$ cat src/hdl/keypad_rgb_pwm_dimmer_core_macros.svh
// Assertion macros for the keypad RGB PWM dimmer.
// Expects clk and arst_n in the scope of each use.
`ifndef KEYPAD_RGB_PWM_DIMMER_CORE_MACROS_SVH
`define KEYPAD_RGB_PWM_DIMMER_CORE_MACROS_SVH

// same-cycle implication
`define KPRD_ASSERT_NOW(label, cond, expr, msg) \
	label: assert property (@(posedge clk) disable iff (!arst_n) (cond) |-> (expr)) \
		else $error(msg);

// next-cycle implication
`define KPRD_ASSERT_NEXT(label, cond, expr, msg) \
	label: assert property (@(posedge clk) disable iff (!arst_n) (cond) |=> (expr)) \
		else $error(msg);

`endif

$ cat src/hdl/kprd_pkg.sv
// Shared types, key codes, register indexes and the colour table of the dimmer.
// No dependencies.
`default_nettype none
package kprd_pkg;

	localparam int DUTY_W   = 7;
	localparam int COLOUR_W = 3;
	localparam int DIGIT_W  = 4;
	localparam int KEY_W    = 4;
	localparam int PERIOD_W = 16;
	localparam int STEP_W   = 10;
	localparam int CFG_IDX_W  = 8;
	localparam int CFG_DATA_W = 16;
	localparam int IN_DATA_W  = 8;
	localparam int OUT_DATA_W = 24;

	localparam logic [PERIOD_W-1:0] PERIOD_RESET = 16'd2000;
	localparam logic [STEP_W-1:0]   STEP_RESET   = 10'd20;
	localparam logic [DUTY_W-1:0]   DUTY_RESET   = 7'd1;
	localparam logic [DUTY_W-1:0]   DUTY_MIN     = 7'd1;
	localparam logic [DUTY_W-1:0]   DUTY_MAX     = 7'd99;
	localparam logic [DUTY_W-1:0]   DUTY_UP_LIM  = 7'd89;
	localparam logic [DUTY_W-1:0]   DUTY_DN_LIM  = 7'd9;
	localparam logic [DUTY_W-1:0]   DUTY_STEP    = 7'd10;

	localparam logic [CFG_IDX_W-1:0] CFG_PERIOD = 8'd0;
	localparam logic [CFG_IDX_W-1:0] CFG_STEP   = 8'd1;

	localparam logic [KEY_W-1:0] KEY_NUM_COLOURS = 4'd8;
	localparam logic [KEY_W-1:0] KEY_NUM_DIGITS  = 4'd10;
	localparam logic [KEY_W-1:0] KEY_A = 4'd10;
	localparam logic [KEY_W-1:0] KEY_B = 4'd11;
	localparam logic [KEY_W-1:0] KEY_C = 4'd12;
	localparam logic [KEY_W-1:0] KEY_D = 4'd13;
	localparam logic [KEY_W-1:0] KEY_F = 4'd15;

	typedef enum logic [1:0] {
		MODE_IDLE   = 2'd0,
		MODE_TENS   = 2'd1,
		MODE_ONES   = 2'd2,
		MODE_COMMIT = 2'd3
	} mode_t;

	// pins {blue, green, red}, active low
	function automatic logic [2:0] pin_pattern(input logic [COLOUR_W-1:0] colour);
		logic [2:0] p;
		case (colour)
			3'd0: p = 3'b110;
			3'd1: p = 3'b101;
			3'd2: p = 3'b011;
			3'd3: p = 3'b010;
			3'd4: p = 3'b100;
			3'd5: p = 3'b001;
			3'd6: p = 3'b000;
			default: p = 3'b111;
		endcase
		return p;
	endfunction

endpackage
`default_nettype wire

$ cat src/hdl/keypad_rgb_pwm_dimmer_core.sv
// Keypad RGB PWM dimmer: an input transaction passes the input register, then
// key/tick logic into the result register, before the result is valid.
// Throughput one item per clock unless m_tready holds a full result register;
// the result register drains while the next item is taken. The path is set by
// the duty*step product and phase compare. arst_n clears all but the data registers:
// colour 0, duty 1, idle, digits 0, dark phase, period 2000 and step 20.
`default_nettype none
`include "keypad_rgb_pwm_dimmer_core_macros.svh"
module keypad_rgb_pwm_dimmer_core
	import kprd_pkg::*;
(
	input  wire logic                  clk,
	input  wire logic                  arst_n,
	input  wire logic                  s_tvalid,
	output logic                       s_tready,
	input  wire logic [IN_DATA_W-1:0]  s_tdata,  // [3:0] key_value, [7:4] zero
	input  wire logic                  s_tuser,  // [0] func
	output logic                       m_tvalid,
	input  wire logic                  m_tready,
	output logic [OUT_DATA_W-1:0]      m_tdata,  // [0] red_pin, [1] green_pin, [2] blue_pin,
	                                             // [9:3] duty_now, [12:10] colour_now,
	                                             // [14:13] entry_mode, [18:15] tens_digit,
	                                             // [22:19] ones_digit, [23] zero
	input  wire logic                  cfg_valid,
	output logic                       cfg_ready,
	input  wire logic [CFG_IDX_W-1:0]  cfg_index,
	input  wire logic [CFG_DATA_W-1:0] cfg_data
);

	logic [PERIOD_W-1:0] period_q;
	logic [STEP_W-1:0]   step_q;
	logic [COLOUR_W-1:0] colour_q, colour_d;
	logic [DUTY_W-1:0]   duty_q, duty_d;
	mode_t               mode_q, mode_d;
	logic [DIGIT_W-1:0]  tens_q, tens_d, ones_q, ones_d;

	logic                valid_s1;
	logic                func_s1;
	logic [KEY_W-1:0]    key_s1;
	logic                valid_s2;
	logic [OUT_DATA_W-1:0] data_s2;

	logic                advance;
	logic                tick;
	logic                lit_next;
	logic [2:0]          pins;
	logic [DUTY_W-1:0]   entered;

	assign cfg_ready = 1'b1;
	assign advance   = valid_s1 && (!valid_s2 || m_tready);
	assign s_tready  = !valid_s1 || advance;
	assign tick      = advance && func_s1;
	assign m_tvalid  = valid_s2;
	assign m_tdata   = data_s2;

	always_ff @(posedge clk or negedge arst_n) begin
		if (!arst_n) begin
			period_q <= PERIOD_RESET;
			step_q   <= STEP_RESET;
		end else if (cfg_valid) begin
			if (cfg_index == CFG_PERIOD) begin
				period_q <= cfg_data;
			end else if (cfg_index == CFG_STEP) begin
				step_q <= cfg_data[STEP_W-1:0];
			end
		end
	end

	always_comb begin
		colour_d = colour_q;
		duty_d   = duty_q;
		mode_d   = mode_q;
		tens_d   = tens_q;
		ones_d   = ones_q;
		entered  = DUTY_W'(tens_q) * DUTY_STEP + DUTY_W'(ones_q);
		if (!func_s1) begin
			if (mode_q == MODE_IDLE && key_s1 < KEY_NUM_COLOURS) begin
				colour_d = key_s1[COLOUR_W-1:0];
			end
			case (key_s1)
				KEY_A: mode_d = MODE_TENS;
				KEY_B: begin
					if (mode_q == MODE_COMMIT) begin
						duty_d = entered;
						mode_d = MODE_IDLE;
					end
				end
				KEY_C: begin
					if (mode_q == MODE_IDLE) begin
						duty_d = (duty_q <= DUTY_DN_LIM) ? DUTY_MIN : duty_q - DUTY_STEP;
					end
				end
				KEY_D: begin
					if (mode_q == MODE_IDLE) begin
						duty_d = (duty_q >= DUTY_UP_LIM) ? DUTY_MAX : duty_q + DUTY_STEP;
					end
				end
				KEY_F: begin
					tens_d = '0;
					ones_d = DIGIT_W'(1);
					duty_d = DUTY_RESET;
				end
				default: ;
			endcase
			if (key_s1 < KEY_NUM_DIGITS) begin
				if (mode_q == MODE_TENS) begin
					tens_d = key_s1;
					mode_d = MODE_ONES;
				end else if (mode_q == MODE_ONES) begin
					ones_d = key_s1;
					mode_d = MODE_COMMIT;
				end
			end
		end
		pins = lit_next ? pin_pattern(colour_d) : 3'b111;
	end

	kprd_pwm u_pwm (
		.clk          (clk),
		.arst_n       (arst_n),
		.tick         (tick),
		.duty         (duty_q),
		.period_ticks (period_q),
		.step_ticks   (step_q),
		.lit_next     (lit_next)
	);

	always_ff @(posedge clk or negedge arst_n) begin
		if (!arst_n) begin
			colour_q <= '0;
			duty_q   <= DUTY_RESET;
			mode_q   <= MODE_IDLE;
			tens_q   <= '0;
			ones_q   <= '0;
			valid_s1 <= 1'b0;
			valid_s2 <= 1'b0;
		end else begin
			if (s_tready) begin
				valid_s1 <= s_tvalid;
			end
			if (advance) begin
				colour_q <= colour_d;
				duty_q   <= duty_d;
				mode_q   <= mode_d;
				tens_q   <= tens_d;
				ones_q   <= ones_d;
				valid_s2 <= 1'b1;
			end else if (m_tready) begin
				valid_s2 <= 1'b0;
			end
		end
	end

	always_ff @(posedge clk) begin
		if (s_tready && s_tvalid) begin
			func_s1 <= s_tuser;
			key_s1  <= s_tdata[KEY_W-1:0];
		end
		if (advance) begin
			data_s2 <= {1'b0, ones_d, tens_d, mode_d, colour_d, duty_d, pins};
		end
	end

	`KPRD_ASSERT_NOW(a_duty_range, 1'b1, duty_q <= DUTY_MAX, "duty above 99")
	`KPRD_ASSERT_NOW(a_digit_range, 1'b1,
		tens_q < KEY_NUM_DIGITS && ones_q < KEY_NUM_DIGITS, "entered digit above 9")
	`KPRD_ASSERT_NEXT(a_colour_hold, mode_q != MODE_IDLE, $stable(colour_q),
		"colour changed outside idle mode")

endmodule
`default_nettype wire

$ cat src/hdl/kprd_pwm.sv
// PWM phase timer: dark/lit phase alternation driven by timer ticks.
// Depends on kprd_pkg and keypad_rgb_pwm_dimmer_core_macros.svh.
`default_nettype none
`include "keypad_rgb_pwm_dimmer_core_macros.svh"
module kprd_pwm
	import kprd_pkg::*;
(
	input  wire logic                clk,
	input  wire logic                arst_n,
	input  wire logic                tick,
	input  wire logic [DUTY_W-1:0]   duty,
	input  wire logic [PERIOD_W-1:0] period_ticks,
	input  wire logic [STEP_W-1:0]   step_ticks,
	output logic                     lit_next
);

	localparam int PROD_W = DUTY_W + STEP_W;

	logic                lit_q;
	logic [PERIOD_W-1:0] ticks_q;
	logic [PERIOD_W-1:0] ticks_d;
	logic [PROD_W-1:0]   prod;
	logic [PERIOD_W-1:0] dark_len;
	logic [PERIOD_W-1:0] lit_len;
	logic [PERIOD_W-1:0] cur_len;
	logic [PERIOD_W-1:0] oth_len;
	logic [PERIOD_W:0]   nxt;

	always_comb begin
		prod = PROD_W'(duty) * PROD_W'(step_ticks);
		if (prod > PROD_W'(period_ticks)) begin
			dark_len = period_ticks;
		end else begin
			dark_len = prod[PERIOD_W-1:0];
		end
		lit_len = period_ticks - dark_len;
		cur_len = lit_q ? lit_len : dark_len;
		oth_len = lit_q ? dark_len : lit_len;
		nxt = {1'b0, ticks_q} + (PERIOD_W+1)'(1);
		lit_next = lit_q;
		ticks_d = ticks_q;
		if (tick) begin
			if (nxt >= {1'b0, cur_len}) begin
				ticks_d = '0;
				if (oth_len != '0) begin
					lit_next = ~lit_q;
				end else if (cur_len == '0) begin
					lit_next = 1'b0;
				end
			end else begin
				ticks_d = nxt[PERIOD_W-1:0];
			end
		end
	end

	always_ff @(posedge clk or negedge arst_n) begin
		if (!arst_n) begin
			lit_q   <= 1'b0;
			ticks_q <= '0;
		end else begin
			lit_q   <= lit_next;
			ticks_q <= ticks_d;
		end
	end

	`KPRD_ASSERT_NEXT(a_zero_period, tick && period_ticks == '0,
		!lit_q && ticks_q == '0, "zero period must park in dark phase")
	`KPRD_ASSERT_NEXT(a_count_step, tick,
		ticks_q == '0 || ticks_q == ($past(ticks_q) + PERIOD_W'(1)),
		"phase counter must count by one or restart")
	`KPRD_ASSERT_NEXT(a_hold_no_tick, !tick, $stable(ticks_q) && $stable(lit_q),
		"phase state moved without a tick")

endmodule
`default_nettype wire
$ cat config.mk
export PLATFORM = sky130hd
export DESIGN_NAME = keypad_rgb_pwm_dimmer_core
export DESIGN_NICKNAME = d
export VERILOG_FILES = /design/src/hdl/kprd_pkg.sv /design/src/hdl/keypad_rgb_pwm_dimmer_core.sv /design/src/hdl/kprd_pwm.sv
export VERILOG_INCLUDE_DIRS = /design/src /design/src/hdl
export SDC_FILE = /design/constraint.sdc
export NUM_CORES = 1
export LEC_CHECK = 0
export ABC_AREA = 1
export BUFFER_PORTS_ARGS = -buffer_cell sky130_fd_sc_hd__buf_4
export CAP_MARGIN = 30
export CORE_MARGIN = 4
export CORE_UTILIZATION = 45
export CTS_BUF_LIST = sky130_fd_sc_hd__clkbuf_16
export DETAILED_ROUTE_END_ITERATION = 10
export GPL_TIMING_DRIVEN = 0
export MAX_ROUTING_LAYER = met4
export PLACE_DENSITY = 0.69
export RECOVER_POWER = 50
export SYNTH_ARGS = -nofsm -noshare
export SYNTH_HDL_FRONTEND = slang
export SYNTH_SLANG_ARGS = --single-unit
$ cat constraint.sdc
create_clock -name clk -period 9.4 [get_ports clk]
set_clock_uncertainty 0.15 [all_clocks]
set_input_delay 1.41 -clock clk [delete_from_list [all_inputs] [get_ports clk]]
set_output_delay 1.41 -clock clk [all_outputs]
set_load 0.05 [all_outputs]
After elaboration in Yosys (flattened, before gate mapping)
Cells that the tools add are included.
{ "word_totals": {"out_inout_bits": 27, "input_bits": 38, "regBits": 93, "elab_cells": 96} }
{ "classes": {"eq_ne": 15, "order_cmp": 6, "n_reduce_logical": 16, "n_bitwise": 2, "muxes": 35, "mul": 2, "addsub": 5} }
{ "op_table": {"columns": ["op", "n"], "rows": [
  ["16-bit two-way mux", 4],
  ["7-bit two-way mux", 6],
  ["4-bit two-way mux", 9],
  ["7-bit one-hot mux with 4 select lines", 1],
  ["3-bit one-hot mux with 7 select lines", 1],
  ["4-bit == test (second input constant)", 5],
  ["16-bit by 1-bit adder with 17-bit output (second input constant)", 1],
  ["17-bit by 16-bit greater-or-equal comparator with 1-bit output", 1],
  ["17-bit by 16-bit > comparator with 1-bit output", 1],
  ["7-bit by 10-bit multiplier with 17-bit output", 1],
  ["16-bit logical NOT", 1],
  ["16-bit nonzero test", 1],
  ["16-bit subtractor", 1],
  ["2-bit two-way mux", 5],
  ["3-bit == test (second input constant)", 3],
  ["8-bit by 1-bit == test with 1-bit output (second input constant)", 1],
  ["8-bit logical NOT", 1],
  ["4-bit less-than comparator (second input constant)", 2],
  ["7-bit by 4-bit adder with 7-bit output", 1],
  ["7-bit by 4-bit adder with 7-bit output (second input constant)", 1],
  ["7-bit greater-or-equal comparator (second input constant)", 1],
  ["7-bit by 4-bit less-or-equal comparator with 1-bit output (second input constant)", 1],
  ["7-bit by 4-bit subtractor with 7-bit output (second input constant)", 1],
  ["3-bit by 2-bit == test with 1-bit output (second input constant)", 2],
  ["16 further kinds", 29]
]} }

Depth between registers and ports, before layout
Gate-level depths: netlist (run 1).
{ "depth": {"word_depth": 10, "ltp_mapped": 61, "ltp_nobuf": 58} }

Cells and area by module
A second synthesis (run 1) with hierarchy kept.
{ "hier_totals": {"cells_unflattened": 1385, "hier_area_um2": 9735.6} }
{ "modules_own_cells": {"columns": ["module", "seq_area_each_um2", "instances", "cells_per_inst", "area_per_inst_um2"], "rows": [
  ["kprd_pwm", 425.4, 1, 916, 5776.8],
  ["keypad_rgb_pwm_dimmer_core", 2053.2, 1, 469, 3958.8]
]} }

Worst setup path before layout (run 1)
Ideal clock, no wire load.
{ "synth_timing": {"path_kind": "register to register", "from": "register duty_q[3]", "to": "register data_s2[0], in the netlist m_tdata[0] (data pin)", "slack_ps": 497, "arrival_time_ps": 8488, "synth_period_minus_slack_ps": 8903, "setup_time_ps": 265, "t_required_ps": 8985, "n_path_buf": 3, "stages_incl_launch_ff": 56, "path_cell_list": "dfrtp_1 -> clkbuf_1 -> clkbuf_1 -> nand2_1 -> inv_1 -> fa_1 -> inv_1 -> fa_1 -> inv_1 -> fa_1 -> inv_1 -> fa_1 -> inv_1 -> ha_1 -> a21oi_1 -> o21ai_0 -> a21oi_1 -> o21ai_0 -> [20 not listed] -> nand2_1 -> nand2_1 -> nand2_1 -> nand3_1 -> nand2_1 -> nand2_1 -> nand2_1 -> nand2_1 -> o21ai_1 -> ha_1 -> nand4_1 -> inv_1 -> nand2_1 -> or3_1 -> nand3_1 -> nand2_1 -> o21ai_1 -> nand3_1"} }
{ "synth_via": {"elab_chain_len": 10, "elab_cells_between_ends": 13, "cone_classes": "add/sub (1); mul (1); order compare (2); mux (7); reduce/logical (2)"} }
{ "synth_lines": {"columns": ["element", "line", "source"], "rows": [
  ["start: declaration", "keypad_rgb_pwm_dimmer_core.sv:33", "logic [DUTY_W-1:0] duty_q, duty_d;"],
  ["start signal: assignment", "keypad_rgb_pwm_dimmer_core.sv:143", "duty_q <= duty_d;"],
  ["7-bit by 10-bit multiplier with 17-bit output (*)", "kprd_pwm.sv:30", "prod = PROD_W'(duty) * PROD_W'(step_ticks);"],
  ["17-bit by 16-bit > comparator with 1-bit output", "kprd_pwm.sv:31", "if (prod > PROD_W'(period_ticks)) begin"],
  ["16-bit two-way mux (*)", "kprd_pwm.sv:31", null],
  ["branches (longest 5 deep; another with 17-bit by 16-bit greater-or-equal comparator with 1-bit output)", null, null],
  ["1-bit two-way mux (*)", "kprd_pwm.sv:43", "if (nxt >= {1'b0, cur_len}) begin"],
  ["1-bit two-way mux (*)", "kprd_pwm.sv:42", "if (tick) begin"],
  ["end signal: assignment", "keypad_rgb_pwm_dimmer_core.sv:160", "data_s2 <= {1'b0, ones_d, tens_d, mode_d, colour_d, duty_d, pins};"],
  ["end: declaration", "keypad_rgb_pwm_dimmer_core.sv:41", "logic [OUT_DATA_W-1:0] data_s2;"]
]} }
Every way passes the cells marked *.
A chain may end at the register's enable or synchronous reset.

Worst setup path in the final report (run 1)
{ "layout_timing": {"from": "register step_q[2]", "to": "register data_s2[2], in the netlist m_tdata[2] (data pin)"} }
{ "layout_via": {"elab_chain_len": 10, "elab_cells_between_ends": 13, "cone_classes": "add/sub (1); mul (1); order compare (2); mux (7); reduce/logical (2)"} }
{ "layout_lines": {"columns": ["element", "line", "source"], "rows": [
  ["start: declaration", "keypad_rgb_pwm_dimmer_core.sv:31", "logic [STEP_W-1:0] step_q;"],
  ["start signal: assignment", "keypad_rgb_pwm_dimmer_core.sv:64", "step_q <= cfg_data[STEP_W-1:0];"],
  ["7-bit by 10-bit multiplier with 17-bit output (*)", "kprd_pwm.sv:30", null],
  ["17-bit by 16-bit > comparator with 1-bit output", "kprd_pwm.sv:31", null],
  ["16-bit two-way mux (*)", "kprd_pwm.sv:31", null],
  ["branches (longest 5 deep; another with 17-bit by 16-bit greater-or-equal comparator with 1-bit output)", null, null],
  ["1-bit two-way mux (*)", "kprd_pwm.sv:43", null],
  ["1-bit two-way mux (*)", "kprd_pwm.sv:42", null]
]} }
Marked as above.

==> results.md, run 1 <==
| Metric | Reported | Unit |
|---|---|---|
| Leakage power of the design | 0.00601 | µW |
| Worst reg-to-reg setup slack | 0.30 | ns |
| Fill count | 1945 | - |
| Most frequent standard cell in the layout excluding fill and tap cells | sky130_fd_sc_hd__nand2_1 | - |
| Final Hold Vio Count | 0 | - |
| Number of instances in the synthesized netlist | 1327 | - |
| End point of the worst hold path | colour_q[1] | - |
| Critical Path End Type | register | - |
| Tmin final | 9.10 | ns |
| Number of warnings printed during yosys synthesis | 0 | - |
| Share of final-layout standard cells stronger than drive strength 1 | 0.165 | - |
| Number of stages on the worst hold path | 2 | - |
| Largest net degree at the start of global routing | 66 | - |
| Total Nets Final | 1602 | - |
| Failing checks | max-capacitance violations, max-slew violations | - |
| Start point of the worst hold path | colour_q[1] | - |
| R2r startpoint | step_q[2] | - |
| Residual DRC count | 0 | - |
| Die width | 153 | µm |
| FMAX | 110 | MHz |
| First-pass DRT Iterations | 5 | - |
| Worst path slowest cell | sky130_fd_sc_hd__dfstp_2 | - |
| Post-detailed-placement half-perimeter wirelength | 18.6 | mm |
| Flip-flop and latch count after synthesis | 93 | - |
| Worst setup path startpoint | step_q[2] | - |
| Insertion delay of the later-clocked pin in the worst-skew pair | 0.36 | ns |
| Yosys cell types | 57 | - |
| Count of vias placed by the detailed router | 8899 | - |
| Hold Crit Class | register to register | - |
| Num CTS Buffers | 9 | - |
| Min Hold Slack | 0.342 | ns |
| Global-route wire length before repair | 41.5 | mm |
| Most common cell on crit path | sky130_fd_sc_hd__nand2_2 | - |
| Critical path required time | 9.35 | ns |
| Category of the most critical setup path | register to register | - |
| FF-to-FF End | m_tdata[2] | - |
| Routed vias/inst | 5.21 | - |
| Clock tree from TritonCTS | yes | - |
| Max H-tree Level | 3 | - |
| Sort of element at the start of the critical path | register | - |
| FF-to-FF path depth | 52 | - |
| Die boundary height | 153 | µm |
| Antenna-violating nets left | 0 | - |
| Slew HR | -1.45 | - |
| Part of the Yosys area used for sequential elements | 0.262 | - |
| Floorplan Core Area | 0.0205 | mm² |
| CTS root buf | sky130_fd_sc_hd__clkbuf_16 | - |
| Number of rows in the core area | 52 | - |
| Synthesized area | 0.00948 | mm² |
| Least-Margin Pin Slew | 3.68 | ns |
| Layout overhead on the synthesized area | 19.3 | % |
| Reg clk slew, reported paths | 0.07 | ns |
| Clock Path Buffers | 2 | - |
| Status | finished, violations left | - |
| Overall routed net length | 24.7 | mm |
| Final setup violation count | 0 | - |
| Setup Total Neg Slack | 0 | ns |
| Initial cell density of the core | 0.462 | - |
| Total global-route track usage | 0.216 | - |
| CP Max Fanout | 5 | - |
| Via count of the first global-routing pass | 8765 | - |
| Number of sinks handled by clock tree synthesis | 93 | - |
| Portion of the clock cycle consumed by the worst path in the final layout | 0.968 | - |
| IO Pins | 65 | - |
| Avg Synthesized Cell Area | 7.14 | µm² |
| Worst IR Drop VDD | 88.6 | µV |
| DRC violation total after the first TritonRoute iteration | 565 | - |
| RD Place Congestion | 0.929 | - |
| Count of input and output buffers | 58 | - |
| Antenna violations before repair | 0 | - |
| Largest stage delay on the critical path | 0.59 | ns |
| Total power per unit cell area | 213 | mW/mm² |
| Diode count | 0 | - |
| Syn nets | 1497 | - |
| Overflow left after global routing | 0 | - |
| Final count of pins violating max slew | 65 | - |
| Full die area | 0.0234 | mm² |
| Endpoint arrival time on the critical path | 9.05 | ns |
| Number of max-cap violations | 1 | - |
| Highest-count cells in the layout ignoring fill and taps | 309 x sky130_fd_sc_hd__nand2_1, 246 x sky130_fd_sc_hd__inv_1, 92 x sky130_fd_sc_hd__o21ai_0 | - |
| WL per Instance | 14.5 | µm |
==> routing by layer <==
metal  vias up  GRT usage  wire (µm)
li1       4449          -          -
met1      4177      0.292      11400
met2       234      0.343      11600
met3        39     0.0280       1220
met4         0     0.0615        555
met5         -          -          0
==> sequential cells by signal (all words and copies together) (netlist names) <==
register       flops
m_tdata           23
period_q          16
u_pwm.ticks_q     16
step_q            10
duty_q             7
key_s1             4
ones_q             4
tens_q             4
colour_q           3
mode_q             2
func_s1            1
m_tvalid           1
u_pwm.lit_q        1
valid_s1           1
==> report_power, final <==
group | switching (µW) | internal [µW] | leakage [µW] | total (µW)
logic | 917 | 505 | 0.00480 | 1420
registers | 83.5 | 544 | 0.00108 | 627
clock network | 177 | 183 | 0.000140 | 360
==> stage by stage <==
step                      area (µm²)  total power, µW   util  setup slack [ns]  instances
after detailed placement       10200             1900  0.500             -1.25       1655
after CTS                      10800             2340  0.525            0.0495       1687
after global routing           11300             2630  0.552            -0.118       1707
after floorplan                 9480             1580      -             0.497       1327
after global placement         10200             1880  0.500             -1.13       1655
final                          11300             2410  0.552             0.299       1707
==> worst max path at each step <==
stage	end	cells after the start
global placement	m_tdata[1]	46
CTS	m_tdata[2]	52
global route	m_tdata[2]	52
finish	m_tdata[2]	52
detailed placement	m_tdata[2]	46
floorplan	m_tdata[0]	55
==> timing repair <==
item                       in CTS  in global routing
setup endpoints to repair      20                 20
hold buffers                    0                  0
resized for setup              24                 88
cloned                          0                  1
pin swaps                       5                 33
buffers inserted               28                 18
==> critical path, delay by kind of cell, from the launching register on <==
kind	cells	cell delay, ns
adder cells (fa/ha/maj)	9	3.45
XOR/XNOR	1	0.31
AO/OA/AOI/OAI	9	1.34
AND/OR/NAND/NOR	23	2.27
flip-flops	1	0.59
buffers and inverters	10	0.71
==> kinds of logic after synthesis <==
family,Yosys count,share of synthesized area
and+or+nand+nor,553,0.249
buffers and inverters,300,0.124
AOI/OAI and AO/OA,213,0.126
adders and majority gates,132,0.208
DFF,93,0.262
xor gates and xnor gates,34,0.0314
other,2,0.000793
==> synthesized netlist by cell type, drive strengths merged <==
library cell	n	area share
o2111ai	1	0.00092
and2	8	0.0055
a22oi	1	0.00079
nand4	26	0.017
nand2	331	0.13
o21ai	112	0.062
edfxtp	28	0.089
inv	256	0.10
a21oi	56	0.030
nand3b	6	0.0048
fa	42	0.089
dfstp	9	0.025
xnor2	5	0.0046
a21boi	3	0.0024
conb	2	0.00079
a211oi	4	0.0032
clkinv	1	0.00040
o21a	2	0.0016
dfrtp	56	0.15
xor2	29	0.027
o21bai	1	0.00079
o22ai	15	0.0099
o221ai	2	0.0018
o211ai	2	0.0016
nor4	2	0.0013
o31ai	3	0.0024
nor2	83	0.033
a21o	3	0.0024
or3	1	0.00066
buf	8	0.0069
o311ai	1	0.00092
ha	90	0.12
a31o	1	0.00092
a31oi	4	0.0026
nor3b	1	0.00079
nand3	74	0.041
a32oi	2	0.0018
nor3	17	0.0090
or2	4	0.0026
clkbuf	35	0.015
==> area by class of cell <==
cell class,instances,area (µm²),share of cell area
Buffer,31,168,0.0148
Clock buffer,9,225,0.0199
Clock inverter,7,57.6,0.00509
Inverter,257,967,0.0856
Multi-Input combinational cell,934,6280,0.555
Sequential cell,93,2490,0.220
Tap cell,270,338,0.0299
Timing Repair Buffer,106,781,0.0691
(Power assumes the default switching activity.)
==> run 2: changes to the inputs <==
Settings changed: BUFFER_PORTS_ARGS -buffer_cell sky130_fd_sc_hd__buf_4 to default, DONT_BUFFER_PORTS from default to 1, PLACE_DENSITY 0.69 to 0.66.
==> run 2 against run 1 <==
Against the previous run:
- routed wire length is 4.0% lower
- the flow now finishes without violations
- sequential power up 20%
- critical path depth shrank 1
- total power fell by 1.4%
- critical path type unchanged
- largest power group unchanged
- fmax is 0.42% higher
- via count fell by 3.9%
- combinational power down 12%
- global-route usage shrank 1.1 points
- die area stayed put
==> results.md, run 2 (synthesized netlist as in run 1, its figures left out) <==
| Metric | Reported | Unit | Delta |
|---|---|---|---|
| Floorplan Core Area | 0.0205 | mm² | unchanged |
| Final cell area excluding filler cells | 0.0109 | mm² | -3.4% |
| Final critical-path setup slack | 0.337 | ns | +0.0380 ns |
| Global-route wire length before repair | 39.1 | mm | -5.8% |
| Leakage power of the design | 0.00571 | µW | -5.1% |
| Most common cell on crit path | sky130_fd_sc_hd__nand2_1 | - |  |
| Share of final-layout standard cells stronger than drive strength 1 | 0.149 | - | -0.0163 |
| Detail Route met2 WL | 10.8 | mm | -6.4% |
| Least-Margin Pin Slew | 0.705 | ns | -2.97 ns |
| CP Max Fanout | 10 | - | +5 |
| Full die area | 0.0234 | mm² | unchanged |
| Initial cell density of the core | 0.462 | - | unchanged |
| Sort of element at the start of the critical path | register | - |  |
| Highest routing layer actually used | met4 | - |  |
| Num CTS Buffers | 9 | - | unchanged |
| RD Place Congestion | 0.936 | - | +0.76% |
| Critical path required time | 9.35 | ns | about the same |
| Most frequent standard cell in the layout excluding fill and tap cells | sky130_fd_sc_hd__nand2_1 | - |  |
| Largest net degree at the start of global routing | 66 | - | unchanged |
| Number of non-filler instances in the completed layout | 1636 | - | -4.2% |
| Bufs and invs on worst path | 12 | - | +2 |
| FMAX | 110 | MHz | +0.42% |
| Slew HR | 0.530 | - | +1.98 |
| Core occupancy in the finished layout | 0.533 | - | -0.0185 |
| Number of sinks handled by clock tree synthesis | 93 | - | unchanged |
| Category of the most critical setup path | register to register | - |  |
| Cells after DPL | 1597 | - | -3.5% |
| Worst IR Drop VDD | 107 | µV | +21% |
| Standard cell area after detailed placement | 0.00981 | mm² | -4.2% |
| CTS root buf | sky130_fd_sc_hd__clkbuf_16 | - |  |
| Largest stage delay on the critical path | 0.54 | ns | -0.05 ns |
| Tmin final | 9.06 | ns | -0.0380 ns |
| Total chip power | 2380 | µW | -1.4% |
| Number of max-cap violations | 0 | - | -1 |
| Clock tree from TritonCTS | yes | - |  |
| Diode count | 0 | - | unchanged |
| Antenna violations before repair | 0 | - | unchanged |
| Insertion delay of the later-clocked pin in the worst-skew pair | 0.36 | ns | about the same |
| Count of vias placed by the detailed router | 8556 | - | -3.9% |
| Total Nets Final | 1531 | - | -4.4% |
| Clock Path Buffers | 2 | - | unchanged |
| Layout overhead on the synthesized area | 15.3 | % |  |
| First-pass DRT Iterations | 6 | - | +1 |
| Die boundary height | 153 | µm | unchanged |
| Number of rows in the core area | 52 | - | unchanged |
| Portion of the clock cycle consumed by the worst path in the final layout | 0.964 | - | -0.00405 |
| Hold buffer count at cts | 0 | - | unchanged |
| Highest-count cells in the layout ignoring fill and taps | 300 x sky130_fd_sc_hd__nand2_1, 242 x sky130_fd_sc_hd__inv_1, 92 x sky130_fd_sc_hd__o21ai_0 | - |  |
| Number of flip-flops under the largest register name | 23 | - | unchanged |
| Metal3 WL | 1.09 | mm | -11% |
| Worst path slowest cell | sky130_fd_sc_hd__fa_1 | - |  |
| WL per Instance | 14.5 | µm | +0.16% |
| DRC violation total after the first TritonRoute iteration | 659 | - | +17% |
| R2r startpoint | duty_q[3] | - |  |
| Total power per unit cell area | 217 | mW/mm² | +2.0% |
| Die width | 153 | µm | unchanged |
| Overall routed net length | 23.7 | mm | -4.0% |
| Status | finished, final reports clean | - |  |
| Endpoint arrival time on the critical path | 9.02 | ns | -0.03 ns |
| Total global-route track usage | 0.205 | - | -0.0111 |
| Final Hold Vio Count | 0 | - | unchanged |
| Residual DRC count | 0 | - | unchanged |
| Count of input and output buffers | 0 | - | -100% |
| Via count of the first global-routing pass | 8099 | - | -7.6% |
| Hold Crit Class | register to register | - |  |
| Reg clk slew, reported paths | 0.08 | ns | about the same |
| Final setup violation count | 0 | - | unchanged |
| Family of cells with the greatest summed delay on the critical path | adder cells | - |  |
| Setup slack at placement | -1.26 | ns | -0.00801 ns |
| Overflow left after global routing | 0 | - | unchanged |
| Routed vias/inst | 5.23 | - | +0.32% |
| Post-detailed-placement half-perimeter wirelength | 18.3 | mm | -1.3% |
| Max H-tree Level | 3 | - | unchanged |
| Final count of pins violating max slew | 0 | - | -100% |
| Worst setup path startpoint | duty_q[3] | - |  |
| IO Pins | 65 | - | unchanged |
| Antenna-violating nets left | 0 | - | unchanged |
| Met1 Routed Length | 11.5 | mm | +1.0% |
| Start point of the worst hold path | colour_q[2] | - |  |
| Critical Path End Type | register | - |  |
==> run 2: timing repair <==
| item | CTS | global route |
|---|---|---|
| setup endpoints to repair | 20 | 20 |
| pin swaps | 3 | 41 |
| gates cloned | 0 | 1 |
| buffers inserted | 3 | 32 |
| hold endpoints to repair | 0 | 0 |
| gates resized for setup | 24 | 111 |
==> run 2: area by class of cell <==
cell class,count,area [µm²]
multi-input combinational,934,6380
inverter,257,967
buffer,30,158
timing repair buffer,36,285
tap,270,338
fill,1981,9570
clock inverter,7,77.6
clock buffer,9,225
sequential,93,2490
==> run 2: layer usage <==
| layer | up-vias | global-route usage |
|---|---|---|
| li1 | 4321 | - |
| met1 | 4005 | 0.284 |
| met2 | 206 | 0.320 |
| met3 | 24 | 0.0303 |
| met4 | 0 | 0.0467 |
| met5 | - | - |
==> run 2: path summary, 6_finish.rpt <==
check	cells past startpoint	slack (ns)	to
max	51	0.34	m_tdata[2]
min in group asynchronous	0	0.59	u_pwm.ticks_q[5]
min reg2reg	2	0.34	colour_q[2]
min	2	0.34	colour_q[2]
max reg2reg	51	0.34	m_tdata[2]
max in group asynchronous	0	8.29	period_q[10]
==> run 2: through the flow <==
step	setup TNS (ns)	hold slack, ns
CTS	0	0.349
floorplan	0	0.303
finish	0	0.344
global placement	-18.05	0.324
detailed placement	-19.85	0.333
global route	-0.672	0.398
==> run 2: tightest hold or removal path, delay by kind of cell, from the launching register on <==
family             cells  cell delay [ns]
AOI/OAI and AO/OA      1             0.06
DFF                    1             0.34
and+or+nand+nor        1             0.05
==> run 2: power breakdown <==
| part | leakage [µW] | internal (µW) | switching [µW] | total (µW) |
|---|---|---|---|---|
| clock network | 0.000146 | 190 | 183 | 373 |
| registers | 0.00108 | 548 | 206 | 754 |
| logic | 0.00448 | 473 | 775 | 1250 |
